File: config.mk
export PLATFORM = sky130hd
export DESIGN_NAME = lcg48_bounded_random_top
export DESIGN_NICKNAME = d
export VERILOG_FILES = /design/src/rtl/lbr_pkg.sv /design/src/rtl/lbr_front.sv /design/src/rtl/lbr_queue.sv /design/src/rtl/lbr_back.sv /design/src/rtl/lcg48_bounded_random_top.sv
export VERILOG_INCLUDE_DIRS = /design/src /design/src/rtl
export SDC_FILE = /design/constraint.sdc
export NUM_CORES = 2
export LEC_CHECK = 0
export BUFFER_PORTS_ARGS = -buffer_cell sky130_fd_sc_hd__buf_2
export CORE_AREA = 3 3 434 436
export CTS_CLUSTER_DIAMETER = 80
export CTS_CLUSTER_SIZE = 30
export DETAILED_ROUTE_END_ITERATION = 10
export DIE_AREA = 0 0 437 439
export PLACE_DENSITY = 0.54
export SLEW_MARGIN = 5
export SYNTH_ARGS = -nofsm -noshare
export SYNTH_HDL_FRONTEND = slang
export SYNTH_HIERARCHICAL = 1
export SYNTH_SLANG_ARGS = --single-unit
File: constraint.sdc
create_clock -name clk_i -period 12.9 [get_ports clk_i]
set_input_delay 2.58 -clock clk_i [delete_from_list [all_inputs] [get_ports clk_i]]
set_output_delay 2.58 -clock clk_i [all_outputs]
set_load 0.05 [all_outputs]
File: src/rtl/lcg48_bounded_random_top_defines.svh
// Assertion macros for the lcg48 bounded random generator.
// Used by the top level; expects clk_i and rst_ni in scope.
`ifndef LCG48_BOUNDED_RANDOM_TOP_DEFINES_SVH
`define LCG48_BOUNDED_RANDOM_TOP_DEFINES_SVH

// Same-cycle implication.
`define LBR_ASSERT_NOW(lbl, ante, cons) \
  lbl: assert property (@(posedge clk_i) disable iff (!rst_ni) (ante) |-> (cons)) \
    else $error("lbr assertion failed");

// Next-cycle implication.
`define LBR_ASSERT_NEXT(lbl, ante, cons) \
  lbl: assert property (@(posedge clk_i) disable iff (!rst_ni) (ante) |=> (cons)) \
    else $error("lbr assertion failed");

`endif

File: src/rtl/lbr_pkg.sv
// Shared types and constants for the lcg48 bounded random generator.
// No dependencies.
`default_nettype none

package lbr_pkg;

  localparam int STATE_BITS = 48;
  localparam int MUL_CHUNK  = 16;

  localparam logic [STATE_BITS-1:0] RESET_MULT = 48'h0005_DEEC_E66D;
  localparam logic [STATE_BITS-1:0] RESET_ADD  = 48'h0000_0000_000B;

  // Last try index before the remainder is taken anyway (cap of 1024).
  localparam logic [9:0] LAST_TRY = 10'd1023;

  localparam logic [1:0] OP_RAW   = 2'd0;
  localparam logic [1:0] OP_LIMIT = 2'd1;
  localparam logic [1:0] OP_LONG  = 2'd2;
  localparam logic [1:0] OP_RANGE = 2'd3;

  localparam logic [1:0] REG_SEED = 2'd0;
  localparam logic [1:0] REG_MULT = 2'd1;
  localparam logic [1:0] REG_ADD  = 2'd2;

  typedef enum logic [1:0] {
    K_RAW,
    K_LONG,
    K_LIMIT,
    K_CONST
  } kind_e;

  typedef struct packed {
    kind_e       kind;
    logic [5:0]  width;   // effective raw width, 0..32
    logic [30:0] limit;   // exclusive limit for limited draws
    logic        pow2;
    logic [4:0]  shamt;   // 31 - log2(limit) when pow2
    logic [31:0] offset;  // added to limited result; constant value for K_CONST
    logic        bad;
  } cmd_t;

  typedef struct packed {
    logic full;
    logic empty;
  } q_stat_t;

  typedef struct packed {
    logic start;
    logic busy;
  } back_stat_t;

endpackage

`default_nettype wire

File: src/rtl/lbr_front.sv
// Request decoder: splits the request word and classifies it into a command.
// Depends on lbr_pkg.
`default_nettype none

module lbr_front (
  input  wire logic [103:0] req_i,
  output lbr_pkg::cmd_t     cmd_o
);
  import lbr_pkg::*;

  logic [1:0]  op;
  logic [5:0]  bc;
  logic [31:0] ub, lo, hi, span, lim, lim_m1;
  logic        lim_ok;
  logic [4:0]  k;

  assign op = req_i[1:0];
  assign bc = req_i[7:2];
  assign ub = req_i[39:8];
  assign lo = req_i[71:40];
  assign hi = req_i[103:72];

  assign span   = hi - lo + 32'd1;
  assign lim    = (op == OP_LIMIT) ? ub : span;
  assign lim_m1 = lim - 32'd1;
  assign lim_ok = (lim != 32'd0) && !lim[31];

  always_comb begin
    k = 5'd0;
    for (int i = 0; i < 31; i++) begin
      if (lim[i]) k = 5'(i);
    end
  end

  always_comb begin
    cmd_o        = '0;
    cmd_o.kind   = K_CONST;
    cmd_o.width  = (bc > 6'd32) ? 6'd32 : bc;
    cmd_o.limit  = lim[30:0];
    cmd_o.pow2   = ((lim & lim_m1) == 32'd0);
    cmd_o.shamt  = 5'd31 - k;
    unique case (op)
      OP_RAW:  cmd_o.kind = K_RAW;
      OP_LONG: cmd_o.kind = K_LONG;
      OP_LIMIT: begin
        if (lim_ok) cmd_o.kind = K_LIMIT;
        else cmd_o.bad = 1'b1;
      end
      default: begin
        if ($signed(lo) >= $signed(hi)) begin
          cmd_o.offset = lo;
        end else if (lim_ok) begin
          cmd_o.kind   = K_LIMIT;
          cmd_o.offset = lo;
        end else begin
          cmd_o.bad = 1'b1;
        end
      end
    endcase
  end

endmodule

`default_nettype wire

File: src/rtl/lbr_queue.sv
// Two-entry command queue between decoder and generator engine.
// Depends on lbr_pkg.
`default_nettype none

module lbr_queue (
  input  wire logic            clk_i,
  input  wire logic            rst_ni,
  input  wire logic            push_i,
  input  lbr_pkg::cmd_t        data_i,
  input  wire logic            pop_i,
  output lbr_pkg::cmd_t        data_o,
  output lbr_pkg::q_stat_t     stat_o
);
  import lbr_pkg::*;

  cmd_t       mem_q [2];
  logic       wp_q, rp_q;
  logic [1:0] cnt_q;

  assign data_o       = mem_q[rp_q];
  assign stat_o.full  = (cnt_q == 2'd2);
  assign stat_o.empty = (cnt_q == 2'd0);

  always_ff @(posedge clk_i) begin
    if (push_i) mem_q[wp_q] <= data_i;
  end

  always_ff @(posedge clk_i or negedge rst_ni) begin
    if (!rst_ni) begin
      wp_q  <= 1'b0;
      rp_q  <= 1'b0;
      cnt_q <= 2'd0;
    end else begin
      if (push_i) wp_q <= ~wp_q;
      if (pop_i) rp_q <= ~rp_q;
      cnt_q <= cnt_q + {1'b0, push_i} - {1'b0, pop_i};
    end
  end

endmodule

`default_nettype wire

File: src/rtl/lbr_back.sv
// Generator engine: 48-bit LCG stepped by 48x16 partial products, a
// restoring divider for modulo rejection, and the output register.
// Depends on lbr_pkg.
`default_nettype none

module lbr_back (
  input  wire logic                          clk_i,
  input  wire logic                          rst_ni,
  input  wire logic                          cmd_valid_i,
  input  lbr_pkg::cmd_t                      cmd_i,
  output logic                               cmd_pop_o,
  input  wire logic                          seed_load_i,
  input  wire logic [lbr_pkg::STATE_BITS-1:0] seed_i,
  input  wire logic [lbr_pkg::STATE_BITS-1:0] mult_i,
  input  wire logic [lbr_pkg::STATE_BITS-1:0] add_i,
  output logic                               out_valid_o,
  input  wire logic                          out_ready_i,
  output logic [63:0]                        out_value_o,
  output logic                               out_bad_o,
  output lbr_pkg::back_stat_t                stat_o
);
  import lbr_pkg::*;

  typedef enum logic [2:0] {
    S_IDLE,
    S_MUL,
    S_EVAL,
    S_DIV,
    S_CHECK
  } state_e;

  state_e                fsm_q;
  cmd_t                  cmd_q;
  logic [STATE_BITS-1:0] state_q, acc_q;
  logic [1:0]            chunk_q;
  logic                  half_q;
  logic [31:0]           hi_q;
  logic [30:0]           raw_q, dsh_q, rem_q;
  logic [4:0]            cnt_q;
  logic [9:0]            tries_q;
  logic                  out_valid_q, out_bad_q;
  logic [63:0]           out_value_q;

  logic [MUL_CHUNK-1:0]  mchunk;
  logic [63:0]           prod;
  logic [STATE_BITS-1:0] part, acc_d;
  logic [31:0]           top32, raw_bits, pow_res, rem_res, rem_sum;
  logic [31:0]           rem_shift, rem_sub;
  logic                  take;

  always_comb begin
    unique case (chunk_q)
      2'd0:    mchunk = mult_i[15:0];
      2'd1:    mchunk = mult_i[31:16];
      default: mchunk = mult_i[47:32];
    endcase
  end

  assign prod  = state_q * mchunk;
  assign part  = prod[STATE_BITS-1:0] << {chunk_q, 4'b0000};
  assign acc_d = acc_q + part;

  assign top32    = state_q[47:16];
  assign raw_bits = (cmd_q.width == 6'd0) ? 32'd0 : (top32 >> (6'd32 - cmd_q.width));
  assign pow_res  = {1'b0, state_q[47:17] >> cmd_q.shamt} + cmd_q.offset;

  assign rem_shift = {rem_q, dsh_q[30]};
  assign rem_sub   = rem_shift - {1'b0, cmd_q.limit};
  assign rem_sum   = {1'b0, raw_q} - {1'b0, rem_q} + {1'b0, cmd_q.limit} - 32'd1;
  assign rem_res   = {1'b0, rem_q} + cmd_q.offset;

  assign take        = (fsm_q == S_IDLE) && cmd_valid_i && !out_valid_q;
  assign cmd_pop_o   = take;
  assign out_valid_o = out_valid_q;
  assign out_value_o = out_value_q;
  assign out_bad_o   = out_bad_q;
  assign stat_o.start = take;
  assign stat_o.busy  = (fsm_q != S_IDLE);

  always_ff @(posedge clk_i) begin
    if (take) cmd_q <= cmd_i;
  end

  always_ff @(posedge clk_i or negedge rst_ni) begin
    if (!rst_ni) begin
      fsm_q       <= S_IDLE;
      state_q     <= RESET_MULT;
      acc_q       <= '0;
      chunk_q     <= 2'd0;
      half_q      <= 1'b0;
      hi_q        <= '0;
      raw_q       <= '0;
      dsh_q       <= '0;
      rem_q       <= '0;
      cnt_q       <= '0;
      tries_q     <= '0;
      out_valid_q <= 1'b0;
      out_bad_q   <= 1'b0;
      out_value_q <= '0;
    end else begin
      if (out_valid_q && out_ready_i) out_valid_q <= 1'b0;
      if (seed_load_i) state_q <= seed_i ^ mult_i;
      unique case (fsm_q)
        S_IDLE: begin
          if (take) begin
            if (cmd_i.kind == K_CONST) begin
              out_valid_q <= 1'b1;
              out_bad_q   <= cmd_i.bad;
              out_value_q <= {{32{cmd_i.offset[31]}}, cmd_i.offset};
            end else begin
              acc_q   <= add_i;
              chunk_q <= 2'd0;
              half_q  <= 1'b0;
              tries_q <= '0;
              fsm_q   <= S_MUL;
            end
          end
        end
        S_MUL: begin
          acc_q   <= acc_d;
          chunk_q <= chunk_q + 2'd1;
          if (chunk_q == 2'd2) begin
            state_q <= acc_d;
            fsm_q   <= S_EVAL;
          end
        end
        S_EVAL: begin
          unique case (cmd_q.kind)
            K_RAW: begin
              out_valid_q <= 1'b1;
              out_bad_q   <= 1'b0;
              out_value_q <= {{32{raw_bits[31]}}, raw_bits};
              fsm_q       <= S_IDLE;
            end
            K_LONG: begin
              if (!half_q) begin
                hi_q    <= top32;
                half_q  <= 1'b1;
                acc_q   <= add_i;
                chunk_q <= 2'd0;
                fsm_q   <= S_MUL;
              end else begin
                out_valid_q <= 1'b1;
                out_bad_q   <= 1'b0;
                out_value_q <= {hi_q, 32'd0} + {{32{top32[31]}}, top32};
                fsm_q       <= S_IDLE;
              end
            end
            K_LIMIT: begin
              if (cmd_q.pow2) begin
                out_valid_q <= 1'b1;
                out_bad_q   <= 1'b0;
                out_value_q <= {{32{pow_res[31]}}, pow_res};
                fsm_q       <= S_IDLE;
              end else begin
                raw_q <= state_q[47:17];
                dsh_q <= state_q[47:17];
                rem_q <= '0;
                cnt_q <= 5'd30;
                fsm_q <= S_DIV;
              end
            end
            default: fsm_q <= S_IDLE;
          endcase
        end
        S_DIV: begin
          // One quotient bit per cycle; the remainder stays below the limit.
          rem_q <= rem_shift[31] || (rem_shift >= {1'b0, cmd_q.limit}) ?
                   rem_sub[30:0] : rem_shift[30:0];
          dsh_q <= {dsh_q[29:0], 1'b0};
          cnt_q <= cnt_q - 5'd1;
          if (cnt_q == 5'd0) fsm_q <= S_CHECK;
        end
        S_CHECK: begin
          if (!rem_sum[31] || (tries_q == LAST_TRY)) begin
            out_valid_q <= 1'b1;
            out_bad_q   <= 1'b0;
            out_value_q <= {{32{rem_res[31]}}, rem_res};
            fsm_q       <= S_IDLE;
          end else begin
            tries_q <= tries_q + 10'd1;
            acc_q   <= add_i;
            chunk_q <= 2'd0;
            fsm_q   <= S_MUL;
          end
        end
        default: fsm_q <= S_IDLE;
      endcase
    end
  end

endmodule

`default_nettype wire

File: src/rtl/lcg48_bounded_random_top.sv
// Top level of the lcg48 bounded random generator: configuration registers,
// decoder, command queue and generator engine. Depends on lbr_pkg and all lbr modules.
//
// Usage: requests enter on the s_axis group; tdata carries op, bit_count,
// upper_bound, range_low and range_high. Each request gives exactly one
// result on the m_axis group: tdata is the 64-bit value, tuser the bad-bound
// flag. Registers (seed, multiplier, addend) are written through cfg_we_i,
// cfg_idx_i and cfg_data_i only while the block is idle, a rule for the user
// that the block does not enforce; a seed write reloads the generator with
// seed xor multiplier. A constant result (bad bound, empty range) goes from
// idle straight to the output register; a raw or power-of-two request runs
// one LCG step, a long two. Every LCG step runs through the shared 48x16
// multiplier, and each modulo rejection round adds a divider run plus a
// check. Throughput is one item per engine run. Up to two decoded requests
// wait in the queue while the engine works, so the input keeps accepting
// during receiver stalls until the queue is full; the output register holds
// its result until taken, and the engine waits for it to drain. Reset loads
// the multiplier 0x5DEECE66D, the addend 0xB and the state 0x5DEECE66D, and
// empties the queue and output.
`default_nettype none

module lcg48_bounded_random_top (
  input  wire logic         clk_i,
  input  wire logic         rst_ni,
  input  wire logic         s_axis_tvalid,
  output logic              s_axis_tready,
  // op[1:0], bit_count[7:2], upper_bound[39:8], range_low[71:40], range_high[103:72]
  input  wire logic [103:0] s_axis_tdata,
  output logic              m_axis_tvalid,
  input  wire logic         m_axis_tready,
  // value[63:0]
  output logic [63:0]       m_axis_tdata,
  // bad_bound[0]
  output logic              m_axis_tuser,
  input  wire logic         cfg_we_i,
  input  wire logic [1:0]   cfg_idx_i,
  input  wire logic [47:0]  cfg_data_i
);
  import lbr_pkg::*;

  `include "lcg48_bounded_random_top_defines.svh"

  logic [STATE_BITS-1:0] mult_q, add_q;
  cmd_t                  dec_cmd, q_cmd;
  q_stat_t               q_stat;
  back_stat_t            b_stat;
  logic                  push, pop;

  assign s_axis_tready = !q_stat.full;
  assign push          = s_axis_tvalid && s_axis_tready;

  always_ff @(posedge clk_i or negedge rst_ni) begin
    if (!rst_ni) begin
      mult_q <= RESET_MULT;
      add_q  <= RESET_ADD;
    end else if (cfg_we_i) begin
      if (cfg_idx_i == REG_MULT) mult_q <= cfg_data_i;
      if (cfg_idx_i == REG_ADD) add_q <= cfg_data_i;
    end
  end

  lbr_front u_front (
    .req_i (s_axis_tdata),
    .cmd_o (dec_cmd)
  );

  lbr_queue u_queue (
    .clk_i  (clk_i),
    .rst_ni (rst_ni),
    .push_i (push),
    .data_i (dec_cmd),
    .pop_i  (pop),
    .data_o (q_cmd),
    .stat_o (q_stat)
  );

  lbr_back u_back (
    .clk_i       (clk_i),
    .rst_ni      (rst_ni),
    .cmd_valid_i (!q_stat.empty),
    .cmd_i       (q_cmd),
    .cmd_pop_o   (pop),
    .seed_load_i (cfg_we_i && (cfg_idx_i == REG_SEED)),
    .seed_i      (cfg_data_i),
    .mult_i      (mult_q),
    .add_i       (add_q),
    .out_valid_o (m_axis_tvalid),
    .out_ready_i (m_axis_tready),
    .out_value_o (m_axis_tdata),
    .out_bad_o   (m_axis_tuser),
    .stat_o      (b_stat)
  );

  `LBR_ASSERT_NOW(a_bad_is_zero, m_axis_tvalid && m_axis_tuser, m_axis_tdata == 64'd0)
  `LBR_ASSERT_NOW(a_start_needs_free_out, b_stat.start, !m_axis_tvalid && !b_stat.busy)
  `LBR_ASSERT_NOW(a_pop_needs_entry, pop, !q_stat.empty)
  `LBR_ASSERT_NEXT(a_busy_no_output, b_stat.busy && !m_axis_tvalid && !b_stat.start,
                   !m_axis_tvalid || !b_stat.busy)

endmodule

`default_nettype wire

==> run metrics <==
R2R cell count=36; TritonCTS buffer count=46; Util after Layout=37.7%; fmax=0.0860 GHz; reg2reg start=u_back/chunk_q[0]; Hold Path End=u_back/dsh_q[11]; Syn Nets=8061; fin crit period=11.63 ns; register area=17300 sq um; Row Count=158; num ports=226; clock sinks=641; area of the core=185000 sq um; Crit path buffers/inverters=5; critical path launch point type=flop; Max Cap Viol=0; initial antenna violation count=16; setup repair after global routing missed its margin=no; vias in the first global route=51200; GRT Util Overall=22.2%; grt total ovfl=0; Final Hold Violating Endpoints=0; area of the multi-input gates=42500 sq um; GP Congestion=0.930; Root Buffer=clkbuf_16; clk_lat worst skew=0.70 ns; H-tree Lvls=2; Reg clk slew, reported paths=0.10 ns; Area growth syn-to-layout=8.18%; WP data required=13.49 ns; Iter 0 DRT Violations=3861; CP top delay family=adder cells; NumNets Final=8048; max-slew violations=0; worst hold path type=flop to flop; measured slew at the worst slew-check pin=1.22 ns; worst setup margin=1.27 ns; fraction of layout cells with a size suffix above 1=12.2%; Post-CTS Setup Inserts=0; DR vias/cell=5.42; worst-case clock buffer depth=3; outcome=finished clean; Hold-fix buffers, CTS=0; Final HPWL DP=167000 microns; Die W=437 microns; CP most frequent cell=fa_1; Final Skew=0.0621 ns; Worst Path Max Fanout=36; Setup CP Type=flop to flop; post-CTS resize count=0; antenna-violating nets left=0; worst path arrival time=12.22 ns; final wirelength=216000 microns; number of filler cells placed in the layout=18800; drt drc=0; Max-slew headroom=18.6%; slowest CP cell=a311oi_1; fin crit share=90.1%; Cell Area, Synth=64500 sq um; pre-CTS setup slack=1.46 ns; CTS tree=built; hold path depth=2; first-pass GRT wire length=328000 microns; setup slack, reg-to-reg=1.27 ns; Avg Cell Area, Syn=9.27 sq um; Via Count=51300; Ys Warns=6; Post-Syn Instances=6951; post-detailed-route wirelength per cell=22.9 microns; # setup viols final=0; final setup TNS=0 ns; Hold Path Origin=u_back/dsh_q[11]; RR Endpoint=u_back/acc_q[47]; pin count of the biggest net entering global routing=90; PortBufs=225; Initial Util=34.8%; drt pass-1 iters=6; die height=439 microns; CP peak stage delay=0.65 ns; overall die area=192000 sq um; Worst setup EP type=flop
## cell type report
class,instances,area share [%]
clock buffers,49,1.70
flip-flops and latches,641,24.8
inverters,834,4.49
diodes,9,0.0323
repair buffers,327,2.73
multi-input cells,5088,60.9
well taps,2480,4.45
clock inverters,37,0.920
## metal layers
| layer | global-route usage [%] | vias to the layer above | share of wire [%] |
|---|---|---|---|
| met5 | 0 | - | 0 |
| li1 | - | 23400 | - |
| met2 | 36.3 | 1559 | 47 |
| met1 | 31.1 | 26000 | 45 |
| met4 | 6.51 | 0 | 3.3 |
| met3 | 2.07 | 276 | 5.4 |
## through the flow
step,cells,area (sq um),hold WS [ns]
global placement,9370,67900,0.450
finish,9465,69700,0.471
global route,9459,69700,0.492
floorplan,6951,64500,0.440
CTS,9456,69700,0.475
detailed placement,9370,67900,0.457
## worst max-delay path by stage
stage | start | endpoint | cells past startpoint | slack [ns]
6_report | u_back/chunk_q[0] | u_back/acc_q[47] | 36 | 1.27
4_1_cts | u_back/chunk_q[0] | u_back/acc_q[47] | 36 | 1.40
3_3_place_gp | u_back/chunk_q[0] | u_back/acc_q[47] | 36 | 1.54
3_5_place_dp | u_back/chunk_q[0] | u_back/acc_q[47] | 36 | 1.46
5_1_grt | u_back/chunk_q[0] | u_back/acc_q[47] | 36 | 0.54
2_1_floorplan | u_back/chunk_q[0] | u_back/acc_q[40] | 47 | 2.83
## state kept, by name, indices dropped and copies added, names as in the netlist, 32 cells and up
signal / count
mult_q: 48
u_back/state_q: 48
u_back/hi_q: 32
add_q: 48
u_back/acc_q: 48
u_queue/mem_q: 156
u_back/cmd_q: 77
u_back/out_value_o: 64
## tightest hold or removal path: cells and delay by family, from the launching register on
kind	cells	cell delay, ns
DFF	1	0.35
and+or+nand+nor	2	0.10
## cell usage in the layout (no fill, tap or decap), types with 49 or more instances in the layout
cell         n
mux2_4      50
ha_1       387
o21ai_0    370
buf_2      224
nand2_1   1034
a211oi_1    51
xor2_1      85
buf_4      102
inv_1      832
nand3_1     80
nor3_1      61
mux2i_1     84
mux2_2     182
dfstp_2     49
o211ai_1    61
a21o_1     166
a31oi_1     60
fa_1       564
nor2_1     288
o21a_1      50
and2_1     239
xnor2_1    199
dfrtp_1    356
a21oi_1    317
edfxtp_1   233
Power is left out: the tool's default activity adds up to more than one toggle a clock period on the data nets, which glitch-free logic cannot reach.
